[config.mk]
export PLATFORM = sky130hd
export DESIGN_NAME = rste_ctrl
export DESIGN_NICKNAME = d
export VERILOG_FILES = /design/src/sv/rste_pkg.sv /design/src/sv/rste_ctrl.sv
export SDC_FILE = /design/constraint.sdc
export NUM_CORES = 1
export LEC_CHECK = 0
export ABC_CLOCK_PERIOD_IN_PS = 1900
export BUFFER_PORTS_ARGS = -buffer_cell sky130_fd_sc_hd__buf_2
export CAP_MARGIN = 25
export CORE_AREA = 10 10 47 49
export DETAILED_ROUTE_END_ITERATION = 10
export DIE_AREA = 0 0 57 59
export GPL_ROUTABILITY_DRIVEN = 0
export PLACE_DENSITY_LB_ADDON = 0.1
export SKIP_CTS_REPAIR_TIMING = 1
export SLEW_MARGIN = 20
export SYNTH_ARGS = -nofsm -noshare
export SYNTH_HDL_FRONTEND = slang
export SYNTH_SLANG_ARGS = --single-unit
[constraint.sdc]
create_clock -name clk -period 1.9 [get_ports clk]
set_clock_uncertainty 0.15 [all_clocks]
set_input_delay 0.095 -clock clk [delete_from_list [all_inputs] [get_ports clk]]
set_output_delay 0.095 -clock clk [all_outputs]
set_load 0.01 [all_outputs]
[src/sv/rste_pkg.sv]
// Shared types and constants for the range sum tree engine.
// No dependencies; imported by the controller, the datapath and the top level.
`default_nettype none

package rste_pkg;

    // Tree geometry
    localparam int MAX_ELEMENTS = 1024;
    localparam int NODE_W       = $clog2(2 * MAX_ELEMENTS);
    localparam int NODES        = 2 * MAX_ELEMENTS;

    // Field widths fixed by the interface
    localparam int POS_W = 10;
    localparam int VAL_W = 32;
    localparam int SUM_W = 48;
    localparam int CNT_W = 11;

    // Width for index arithmetic: holds 2*MAX_ELEMENTS and any count value
    localparam int EXT_W = (NODE_W + 1 > CNT_W + 1) ? NODE_W + 1 : CNT_W + 1;

    localparam logic [CNT_W-1:0] CNT_RESET = CNT_W'(1024);

    localparam logic KIND_SET   = 1'b0;
    localparam logic KIND_QUERY = 1'b1;

    // Commands from the controller to the datapath
    typedef struct packed {
        logic load;      // capture a request
        logic clear;     // write zero at the sweep address, advance it
        logic set_leaf;  // write the leaf, read its sibling
        logic set_read;  // read the sibling of the current node
        logic set_up;    // write the parent sum, move up one level
        logic q_init;    // set up both walk ends
        logic q_read;    // read the nodes at both walk ends
        logic q_acc;     // accumulate and move both ends up one level
        logic emit;      // drive the accumulated sum onto the result port
    } rste_cmd_t;

    // Status from the datapath to the controller
    typedef struct packed {
        logic clr_last;  // sweep at the last entry
        logic is_query;  // captured request is a query
        logic set_ok;    // set position lies inside the count
        logic q_empty;   // clipped range holds no element
        logic root_next; // parent of the current node is the root
        logic q_done;    // walk ends have met
    } rste_stat_t;

endpackage

`default_nettype wire

[src/sv/rste_ctrl.sv]
// Controller state machine for the range sum tree engine.
// Depends on rste_pkg for the command and status structs.
`default_nettype none

module rste_ctrl (
    input  wire logic                clk,
    input  wire logic                rst_n,
    input  wire logic                start,
    input  wire rste_pkg::rste_stat_t stat,
    output rste_pkg::rste_cmd_t      cmd,
    output logic                     busy,
    output logic                     done
);
    import rste_pkg::*;

    typedef enum logic [2:0] {
        S_CLEAR,
        S_IDLE,
        S_DISPATCH,
        S_SET_LEAF,
        S_SET_UP,
        S_SET_RD,
        S_Q_RD,
        S_Q_ACC
    } state_t;

    state_t state_reg, state_next;
    logic   busy_reg;
    logic   done_reg;

    // Decode commands and the next state
    always_comb
    begin
        cmd        = '0;
        state_next = state_reg;
        unique case (state_reg)
            S_CLEAR:
            begin
                cmd.clear = 1'b1;
                if (stat.clr_last)
                begin
                    state_next = S_IDLE;
                end
            end
            S_IDLE:
            begin
                if (start && !busy_reg)
                begin
                    cmd.load   = 1'b1;
                    state_next = S_DISPATCH;
                end
            end
            S_DISPATCH:
            begin
                if (stat.is_query)
                begin
                    if (stat.q_empty)
                    begin
                        cmd.emit   = 1'b1;
                        state_next = S_IDLE;
                    end
                    else
                    begin
                        cmd.q_init = 1'b1;
                        state_next = S_Q_RD;
                    end
                end
                else if (stat.set_ok)
                begin
                    state_next = S_SET_LEAF;
                end
                else
                begin
                    state_next = S_IDLE;
                end
            end
            S_SET_LEAF:
            begin
                cmd.set_leaf = 1'b1;
                state_next   = S_SET_UP;
            end
            S_SET_UP:
            begin
                cmd.set_up = 1'b1;
                state_next = stat.root_next ? S_IDLE : S_SET_RD;
            end
            S_SET_RD:
            begin
                cmd.set_read = 1'b1;
                state_next   = S_SET_UP;
            end
            S_Q_RD:
            begin
                if (stat.q_done)
                begin
                    cmd.emit   = 1'b1;
                    state_next = S_IDLE;
                end
                else
                begin
                    cmd.q_read = 1'b1;
                    state_next = S_Q_ACC;
                end
            end
            S_Q_ACC:
            begin
                cmd.q_acc  = 1'b1;
                state_next = S_Q_RD;
            end
            default:
            begin
                state_next = S_IDLE;
            end
        endcase
    end

    // Hold state and the registered handshake outputs
    always_ff @(posedge clk or negedge rst_n)
    begin
        if (!rst_n)
        begin
            state_reg <= S_CLEAR;
            busy_reg  <= 1'b1;
            done_reg  <= 1'b0;
        end
        else
        begin
            state_reg <= state_next;
            busy_reg  <= (state_next != S_IDLE);
            done_reg  <= cmd.emit;
        end
    end

    assign busy = busy_reg;
    assign done = done_reg;

endmodule

`default_nettype wire

**Yosys cells after proc, flatten, opt, wreduce, memory -nomap -nowiden**

Index checks and enable logic that the tools add are counted.
Widths: inputs -> output; s select.

- Add/sub/neg operators: 0
- $mul: 0
- Div/mod/pow operators: 0
- $lt $le $gt $ge: 0
- Eq/ne operators: 8
- Shift operators: 0
- Multiplexer cells: 24
- Bitwise logic cells: 0
- Reductions and logical operators: 4

Operator list:

| cell | count |
|---|---|
| $pmux 3 s7 | 1 |
| $mux 3 | 6 |
| $mux 1 | 15 |
| $eq 3x3->1 const B | 4 |
| $eq 3x2->1 const B | 2 |
| $eq 3x1->1 const B | 1 |
| $logic_not 3->1 | 1 |
| $ne 3x1->1 const B | 1 |
| $mux 2 | 1 |
| $pmux 1 s2 | 1 |
| $reduce_or 2->1 | 1 |
| $logic_and 1x1->1 | 1 |
| $logic_not 1->1 | 1 |

- Register bits: 5
- Bits in latches: 0
- Memory bits (writable): 0
- ROM bits: 0
- Input bits: 9
- Output and inout port bits: 11
- Logic and storage cells: 39
- Memories kept: 0

**Logic depth before layout (Yosys ltp)**

Gate-level depths: netlist (run 1).

- Depth in word-level cells: 5
- Mapped depth: 5
- Depth with buffers taken out: 4

**Worst setup path before layout (run 1)**

Ideal clock, no wire load.

- Path type: register to register
- Start: register state_reg[1]
- End: register busy_reg, in the netlist busy
- Library setup time: 75 ps
- Arrival: 1,085 ps
- Setup slack: 590 ps
- Cell stages (with the launch flop): 5
- Path buffers: 1
- Period minus slack after synthesis: 1,310 ps
- Cell sequence: dfrtp_1 -> buf_2 -> nor4_4 -> nor3_2 -> o211ai_2

- Longest elaborated chain between the ends: 4

Ends and longest elaborated chain:

| element | line | source |
|---|---|---|
| from (decl) | rste_ctrl.sv:27 | `state_t state_reg, state_next;` |
| from (signal assigned) | rste_ctrl.sv:128 | `state_reg <= state_next;` |
| $eq 3x3->1 / $eq 3x2->1 (equally long branches) | rste_ctrl.sv:36 | `unique case (state_reg)` |
| $reduce_or 2->1 (no source line) | n/a |  |
| $pmux 3 s7 * | rste_ctrl.sv:36 |  |
| $ne 3x1->1 * | rste_ctrl.sv:129 | `busy_reg <= (state_next != S_IDLE);` |
| to (signal assigned) | rste_ctrl.sv:129 |  |
| to (decl) | rste_ctrl.sv:28 | `logic busy_reg;` |

Every way passes the cells marked *; elsewhere a longest branch is shown, timed or not.

==> impl_metrics.csv, run 1 <==
group,metric,value,unit
global_route,antenna_found_initial,0,
logic_synthesis,ys_top_cells_by_area,"dfrtp_1, a2111oi_4, dfstp_2",
logic_synthesis,yosys_register_bits,5,
drt,wire_per_inst,13.0,um
setup_path,endpoint_kind,"output pin",
sta,fmax,592,MHz
logic_synthesis,synth_fp_nets,50,
logic_synthesis,synthAdderAreaFrac,0,%
logic_synthesis,synthCells,41,
logic_synthesis,synth_mux_area_share,0,%
pwr,vdd_drop_max,418,uV
die,die_x,57,um
global_route,grt_max_degree,12,
logic_synthesis,synth_largest_area_cell,"dfrtp_1",
logic_synthesis,yosysTopAreaCellShare,26.0,%
pwr,p_comb_share,46.9,%
pwr,power_frac_clock,17.3,%
global_route,grt_pass1_wl,1.71,mm
die,die_y,59,um
drt,vias,367,
logic_synthesis,synthXorXnorAreaFrac,0,%
pwr,powerDensity,1370,nW/um^2
drt,drc,0,
pwr,seq_power_share,35.8,%
logic_synthesis,synthDistinctLibCells,22,
drt,postRouteWirelength,1.02,mm
die,core,1400,um^2
clock_tree,cts.path.max_buffers,2,
sta,finalSetupTns,0,ps
sta,slew_headroom,70.1,%
logic_synthesis,synth-seq-area-share,32.8,%
clock_tree,htreeDepth,1,
setup_path,r2r_setup_slack,450,ps
logic_synthesis,synth_area,385,um^2
cells_and_area,layout-drive-gt1-share,50.0,%
global_route,grt_pass1_vias,392,
die,dieArea,3360,um^2
pwr,p_leak,0.257,nW
global_route,grt_util_all_layers,6.52,%
sta,fin_ws,211,ps
cells_and_area,diodes,0,
sta,period_minus_slack,1690,ps
drt,antenna_left,0,
job,cap_violations,0,
setup_path,path_class,"reg -> out",
setup_path,critPathRequiredTime,1650,ps
place,dp_hpwl,850,um
sta,fin_crit_sh,88.9,%
cells_and_area,area_growth_syn_to_layout,32.5,%
die,start_util,27.5,%
run_status,status,"complete, no violations",
place,place_ws,385,ps
logic_synthesis,synth_compound_area_share,21.8,%
clock_tree,clkLatencyLatePin,240,ps
cells_and_area,nets,72,
clock_tree,cts_tree,"built",
clock_tree,path_clk_slew,40,ps
logic_synthesis,avgSynthCellArea,9.40,um^2
drt,drtIter0Drc,5,
logic_synthesis,synthSimpleGateAreaFrac,35.4,%
die,io_pins,20,
die,rows,14,
clock_tree,cts_buffers,3,
pwr,p_sw,0.313,mW
pwr,switching_share,44.5,%
global_route,overflow,0,
pwr,internal_power,0.389,mW
hold_path,min_path_type,"in -> async",
logic_synthesis,synth_top_family_by_area,"simple AND/OR/NAND/NOR gates",
clock_tree,cts.sinks,5,
sta,rsz0062_at_grt,"false",
sta,hold_viol,0,
drt,via_per_inst,4.71,
setup_path,crit_fanout,10,
drt,dr.pass1.iters,4,
logic_synthesis,ys_warn_count,0,
sta,finalSetupViolCount,0,
sta,slew_viol_final,0,
cells_and_area,largest_register_ffs,3,
place,io_buffers,19,
sta,worstMarginPinSlew,448,ps
setup_path,cp-start-kind,"flip-flop",
setup_path,arrival,1440,ps
clock_tree,root_buffer,"clkbuf_4",
cells_and_area,fill_cells,161,
==> per-layer routing <==
layer	GRT usage (%)	up-vias	part of all wire, %
met5	0	-	0
met4	6.04	0	0
met3	2.58	0	6.9
met2	10.1	13	48
met1	6.63	167	45
li1	-	187	-
==> worst max-delay path: stages (launching register included) <==
cell and delay, ps:
dfrtp_1 520, inv_1 180, nor4_4 320, buf_2 180
==> area by class of cell <==
type                       count  area, um^2  share of cell area, %
tap                           16        20.0                   3.92
sequential                     5         128                   25.0
timing repair buffer          20         105                   20.6
clock buffer                   4        26.3                   5.15
inverter                       3        11.3                   2.21
multi-input combinational     30         220                   43.1
==> power groups by stage <==
stage / Sequential [mW] / Clock (mW) / Combinational [mW]
final: 0.251 / 0.122 / 0.329
after global placement: 0.253 / 0 / 0.338
after detailed placement: 0.254 / 0 / 0.335
after CTS: 0.253 / 0.129 / 0.337
after global routing: 0.264 / 0.140 / 0.373
after floorplan: 0.184 / 0 / 0.332
==> logic make-up after synthesis <==
group | count (synthesis)
DFF | 5
and+or+nand+nor | 21
AOI/OAI and AO/OA | 9
buffers and inverters | 6
==> metrics by stage <==
step | total power [mW] | instance area [um^2] | hold slack, ps | util [%] | instances
after CTS | 0.719 | 499 | -503 | 35.6 | 77
after floorplan | 0.516 | 385 | -351 | - | 41
after detailed placement | 0.589 | 473 | -236 | 33.8 | 73
final | 0.702 | 510 | 36.1 | 36.4 | 78
after global placement | 0.591 | 473 | -234 | 33.8 | 73
after global routing | 0.777 | 510 | 40.2 | 36.4 | 78
==> final timing paths <==
| kind | startpoint | end | depth (start not counted) |
|---|---|---|---|
| setup / recovery | state_reg[0] | cmd[8] | 3 |
| hold / removal | rst_n | state_reg[1] | 2 |
| setup reg to reg | state_reg[1] | busy | 4 |
| hold reg to reg | state_reg[0] | state_reg[0] | 1 |
| max in group asynchronous | rst_n | busy | 2 |
| min in group clk | stat[0] | done | 3 |
==> synthesized netlist by cell type (all sizes together) <==
master   count
nor3         6
a21oi        5
nor2         5
dfrtp        4
buf          3
inv          3
and3         2
nand2        2
nand2b       2
a2111oi      1
a31oi        1
and2b        1
dfstp        1
nand3        1
nor4         1
o211ai       1
o22ai        1
or2b         1
==> layout by cell type (no fill, tap or decap), drive strengths merged <==
master / netlist / final
dlygate4sd3: 0 / 1
and2b: 1 / 1
nand3: 1 / 1
nor4: 1 / 1
nand2b: 2 / 2
or2b: 1 / 1
a31oi: 1 / 1
nand2: 2 / 2
inv: 3 / 3
and3: 2 / 2
dfrtp: 4 / 4
clkbuf: 0 / 4
dfstp: 1 / 1
a2111oi: 1 / 1
nor3: 6 / 6
a21oi: 5 / 5
nor2: 5 / 5
o211ai: 1 / 1
o22ai: 1 / 1
buf: 3 / 19
Note: power is estimated with default switching activity, not from simulation.
==> run 2: changes to the inputs <==
- CELL_PAD_IN_SITES_DETAIL_PLACEMENT: not set -> 1
- CELL_PAD_IN_SITES_GLOBAL_PLACEMENT: not set -> 2
- CORE_AREA: 10 10 47 49 -> not set
- CORE_MARGIN: not set -> 10
- CORE_UTILIZATION: not set -> 23
- DIE_AREA: 0 0 57 59 -> not set
==> impl_metrics.csv, run 2 (synthesized netlist as in run 1, its figures left out) <==
group,metric,value,unit
run_status,status,"complete, no violations",
setup_path,arrival,1420,ps
global_route,antenna_found_initial,0,
die,dieArea,3710,um^2
cells_and_area,final_cell_mix,"buf_2, nor3_1, nor2_1, a21oi_1",
setup_path,timing.rr.end,"busy",
setup_path,r2r_setup_slack,430,ps
die,rows,14,
cells_and_area,largest_register_ffs,3,
cells_and_area,fin_cells,78,
sta,fmax,599,MHz
cells_and_area,final_cell_area,510,um^2
sta,hold_viol,0,
cells_and_area,fill_cells,201,
pwr,p_comb_share,46.9,%
pwr,p_leak,0.257,nW
sta,period_minus_slack,1670,ps
setup_path,critPathSlowestCell,"dfrtp_1",
job,cap_violations,0,
pwr,p_sw,0.313,mW
clock_tree,htreeDepth,1,
place,dp_hpwl,923,um
cells_and_area,area_growth_syn_to_layout,32.5,%
sta,finalSetupTns,0,ps
place,io_buffers,19,
die,die_x,60.9,um
drt,dr.pass1.iters,4,
cells_and_area,nets,72,
clock_tree,clkLatencyLatePin,240,ps
sta,worstMarginPinSlew,481,ps
cells_and_area,diodes,0,
drt,drc,0,
drt,drtIter0Drc,5,
sta,slew_headroom,68.0,%
clock_tree,cts.path.max_buffers,2,
sta,finalSetupViolCount,0,
clock_tree,path_clk_slew,40,ps
die,start_util,25.0,%
drt,wire_per_inst,14.4,um
cells_and_area,final_common_cell,"buf_2",
setup_path,cp_slowest_stage_delay,520,ps
clock_tree,cts.sinks,5,
pwr,internal_power,0.389,mW
setup_path,crit_fanout,10,
setup_path,critPathRequiredTime,1650,ps
cells_and_area,fin_util,33.1,%
die,core,1540,um^2
clock_tree,cts_tree,"built",
sta,rsz0062_at_grt,"false",
die,die_y,60.9,um
drt,antenna_left,0,
pwr,switching_share,44.6,%
global_route,grt_util_all_layers,6.81,%
global_route,overflow,0,
place,place_inst,73,
hold_path,min_path_type,"in -> async",
die,io_pins,20,
setup_path,crit_chain,"inv_1 -> nor4_4 -> buf_2",
drt,via_per_inst,4.56,
pwr,vdd_drop_max,464,uV
global_route,grt_pass1_vias,388,
sta,slew_viol_final,0,
setup_path,r2r-start,"state_reg[1]",
clock_tree,root_buffer,"clkbuf_4",
global_route,grt_pass1_wl,1.79,mm
drt,postRouteWirelength,1.13,mm
setup_path,r2r_cells,4,
global_route,grt_max_degree,12,
pwr,power_frac_clock,16.9,%
drt,vias,356,
place,placed_cell_area,473,um^2
pwr,power.total,0.702,mW
pwr,seq_power_share,36.2,%
setup_path,cp-start-kind,"flip-flop",
setup_path,endpoint_kind,"output pin",
pwr,powerDensity,1380,nW/um^2
setup_path,path_class,"reg -> out",
clock_tree,cts_buffers,3,
sta,fin_crit_sh,87.8,%
cells_and_area,layout-drive-gt1-share,50.0,%
==> run 2: worst max-delay path by stage <==
| stage | from | to | slack, ps | cells past startpoint |
|---|---|---|---|---|
| 2_1_floorplan | state_reg[1] | busy | 590 | 4 |
| 5_1_grt | state_reg[0] | cmd[8] | 70 | 3 |
| 4_1_cts | state_reg[2] | cmd[0] | 100 | 5 |
| 3_5_place_dp | state_reg[2] | cmd[0] | 370 | 5 |
| 6_report | state_reg[0] | cmd[8] | 230 | 3 |
| 3_3_place_gp | state_reg[2] | cmd[0] | 340 | 5 |
==> run 2: through the flow <==
| step | hold slack [ps] | setup slack, ps |
|---|---|---|
| 2_1_floorplan | -351 | 590 |
| 3_3_place_gp | -237 | 342 |
| 3_5_place_dp | -238 | 367 |
| 4_1_cts | -501 | 100 |
| 5_1_grt | 41.0 | 69.8 |
| 6_report | 45.0 | 232 |
==> run 2: final cells by class <==
class                   count  area [um^2]  share of cell area (%)
clock buffers               4         26.3                    5.15
inverters                   3         11.3                    2.21
multi-input cells          30          220                    43.1
flip-flops and latches      5          128                    25.0
well taps                  16         20.0                    3.92
repair buffers             20          105                    20.6
==> run 2: routing by layer <==
metal | vias to the layer above | GRT usage, % | share of wire, %
met2 | 17 | 8.30 | 38
met3 | 2 | 4.18 | 9.9
met5 | - | 0 | 0
li1 | 185 | - | -
met4 | 0 | 4.70 | 1.7
met1 | 152 | 8.43 | 51
==> run 2: critical path: cells and delay by family (launching register included) <==
family	cells	cell delay (ps)
DFF	1	520
buffers and inverters	2	360
and+or+nand+nor	1	310
==> run 2: power groups by stage <==
| stage | combinational, mW | sequential (mW) | clock [mW] |
|---|---|---|---|
| 3_5_place_dp | 0.338 | 0.254 | 0 |
| 5_1_grt | 0.369 | 0.273 | 0.144 |
| 3_3_place_gp | 0.343 | 0.256 | 0 |
| 4_1_cts | 0.337 | 0.253 | 0.127 |
| 2_1_floorplan | 0.332 | 0.184 | 0 |
| 6_report | 0.330 | 0.255 | 0.118 |
==> run 3: changes to the inputs <==
- ABC_AREA: not set -> 1
- CORE_UTILIZATION: 23 -> 19
==> impl_metrics.csv, run 3 <==
group,metric,value,unit
setup_path,r2r_setup_slack,590,ps
logic_synthesis,ys_top_cells_by_area,"dfrtp_1, inv_1, nand2_1",
hold_path,min_path_type,"in -> reg",
sta,fin_crit_sh,82.8,%
sta,rsz0062_at_grt,"false",
cells_and_area,nets,93,
logic_synthesis,synthFlopType,"dfrtp_1",
cells_and_area,regArea,126,um^2
clock_tree,root_buffer,"clkbuf_4",
die,core,1760,um^2
global_route,grt_pass1_wl,1.82,mm
clock_tree,htreeDepth,1,
drt,via_per_inst,4.00,
drt,postRouteWirelength,1.14,mm
hold_path,whs_path_depth,5,
die,start_util,20.6,%
global_route,antenna_found_initial,0,
logic_synthesis,yosysTopAreaCellShare,27.6,%
sta,fmax,636,MHz
place,place_inst,103,
logic_synthesis,synth_edf_count,0,
cells_and_area,final_cell_area,526,um^2
clock_tree,cts.path.max_buffers,2,
logic_synthesis,synth_fp_nets,68,
sta,slew_viol_final,0,
global_route,grt_max_degree,8,
logic_synthesis,synth_async_sr_flop_share,100,%
clock_tree,cts_tree,"built",
sta,hold_viol,0,
sta,slew_headroom,84.1,%
cells_and_area,final_cell_mix,"buf_2, inv_1, nand2_1, nor2_1, nand3_1",
setup_path,path_class,"reg -> out",
place,place_ws,551,ps
sta,fin_hold_ws,24.4,ps
clock_tree,cts.sinks,5,
global_route,grt_util_all_layers,5.52,%
logic_synthesis,synthTopCellsByCount,"inv_1, nand2_1, nor2_1",
pwr,vdd_drop_max,508,uV
cells_and_area,fin_cells,108,
run_status,status,"complete, no violations",
die,rows,15,
cells_and_area,fill_cells,256,
setup_path,critPathRequiredTime,1650,ps
sta,worstMarginPinSlew,236,ps
drt,antenna_left,0,
sta,fin_ws,327,ps
die,io_pins,20,
drt,dr.pass1.iters,2,
sta,period_minus_slack,1570,ps
pwr,powerDensity,1260,nW/um^2
logic_synthesis,yosysMostFrequentCell,"inv_1",
clock_tree,path_clk_slew,40,ps
die,die_x,63.7,um
pwr,p_leak,0.352,nW
global_route,grt_pass1_vias,441,
sta,finalSetupViolCount,0,
clock_tree,clkLatencyLatePin,230,ps
logic_synthesis,synth_largest_area_cell,"dfrtp_1",
logic_synthesis,ys_warn_count,0,
pwr,power.total,0.660,mW
drt,drtIter0Drc,7,
die,die_y,63.7,um
clock_tree,cts_buffers,3,
place,io_buffers,19,
cells_and_area,fin_util,29.8,%
cells_and_area,diodes,0,
setup_path,crit_fanout,7,
logic_synthesis,synth-seq-area-share,34.8,%
drt,wire_per_inst,10.5,um
cells_and_area,layout-drive-gt1-share,33.7,%
logic_synthesis,avgSynthCellArea,6.15,um^2
logic_synthesis,yosys_register_bits,5,
setup_path,endpoint_kind,"output pin",
drt,drc,0,
job,cap_violations,0,
place,dp_hpwl,1.02,mm
cells_and_area,largest_register_ffs,3,
cells_and_area,multi_input_area,173,um^2
setup_path,r2r_cells,7,
cells_and_area,area_growth_syn_to_layout,44.8,%
die,dieArea,4060,um^2
drt,vias,432,
setup_path,cp-start-kind,"flip-flop",
logic_synthesis,synth_area,363,um^2
setup_path,arrival,1330,ps
sta,finalSetupTns,0,ps
logic_synthesis,synthDistinctLibCells,14,
logic_synthesis,synthCells,59,
global_route,overflow,0,
place,placed_cell_area,489,um^2
cells_and_area,final_common_cell,"buf_2",
==> run 3: cell count changes after synthesis, sizes merged, moves of 5 or more <==
cell	change
inv	+14
nand2	+12
nor2	+6
a21oi	-5
nand3	+5
==> run 3: critical path, cell delays in order (launching register included) <==
cell     delay, ps
dfrtp_1        450
inv_2           80
nor2_2         120
nand2_2         80
o22ai_1        190
buf_2          180
==> run 3: cell families (layout without fill, tap and decap cells) <==
logic type / count (synthesis) / after routing / synth area share (%)
compound gates: 2 / 2 / 3.10
flops: 5 / 5 / 34.8
simple gates: 35 / 35 / 44.5
buf+inv: 17 / 41 / 17.6
==> run 3: worst paths after layout <==
check                              from           end
setup reg to reg           state_reg[2]  state_reg[2]
setup / recovery           state_reg[1]        cmd[0]
hold / removal                  stat[5]  state_reg[0]
min in group asynchronous         rst_n  state_reg[1]
hold reg to reg            state_reg[0]  state_reg[1]
max in group asynchronous         rst_n          busy
==> run 3: power by group <==
group          internal, mW  leakage, nW  switching (mW)  total [mW]
sequential            0.157       0.0627          0.0579       0.214
clock                0.0790       0.0150          0.0380       0.117
combinational         0.119        0.275           0.210       0.329
==> run 3: layout make-up <==
class | count | share of cell area, %
Clock buffer | 4 | 5.00
Tap cell | 25 | 5.95
Inverter | 17 | 12.1
Sequential cell | 5 | 24.0
Multi-Input combinational cell | 37 | 32.9
Timing Repair Buffer | 20 | 20.0
==> run 3: metal layers <==
| metal | vias to the layer above | global-route usage [%] | share of wire (%) |
|---|---|---|---|
| li1 | 225 | - | - |
| met1 | 192 | 5.80 | 43 |
| met2 | 13 | 9.17 | 49 |
| met3 | 2 | 2.65 | 7.5 |
| met4 | 0 | 2.46 | 0.35 |
| met5 | - | 0 | 0 |
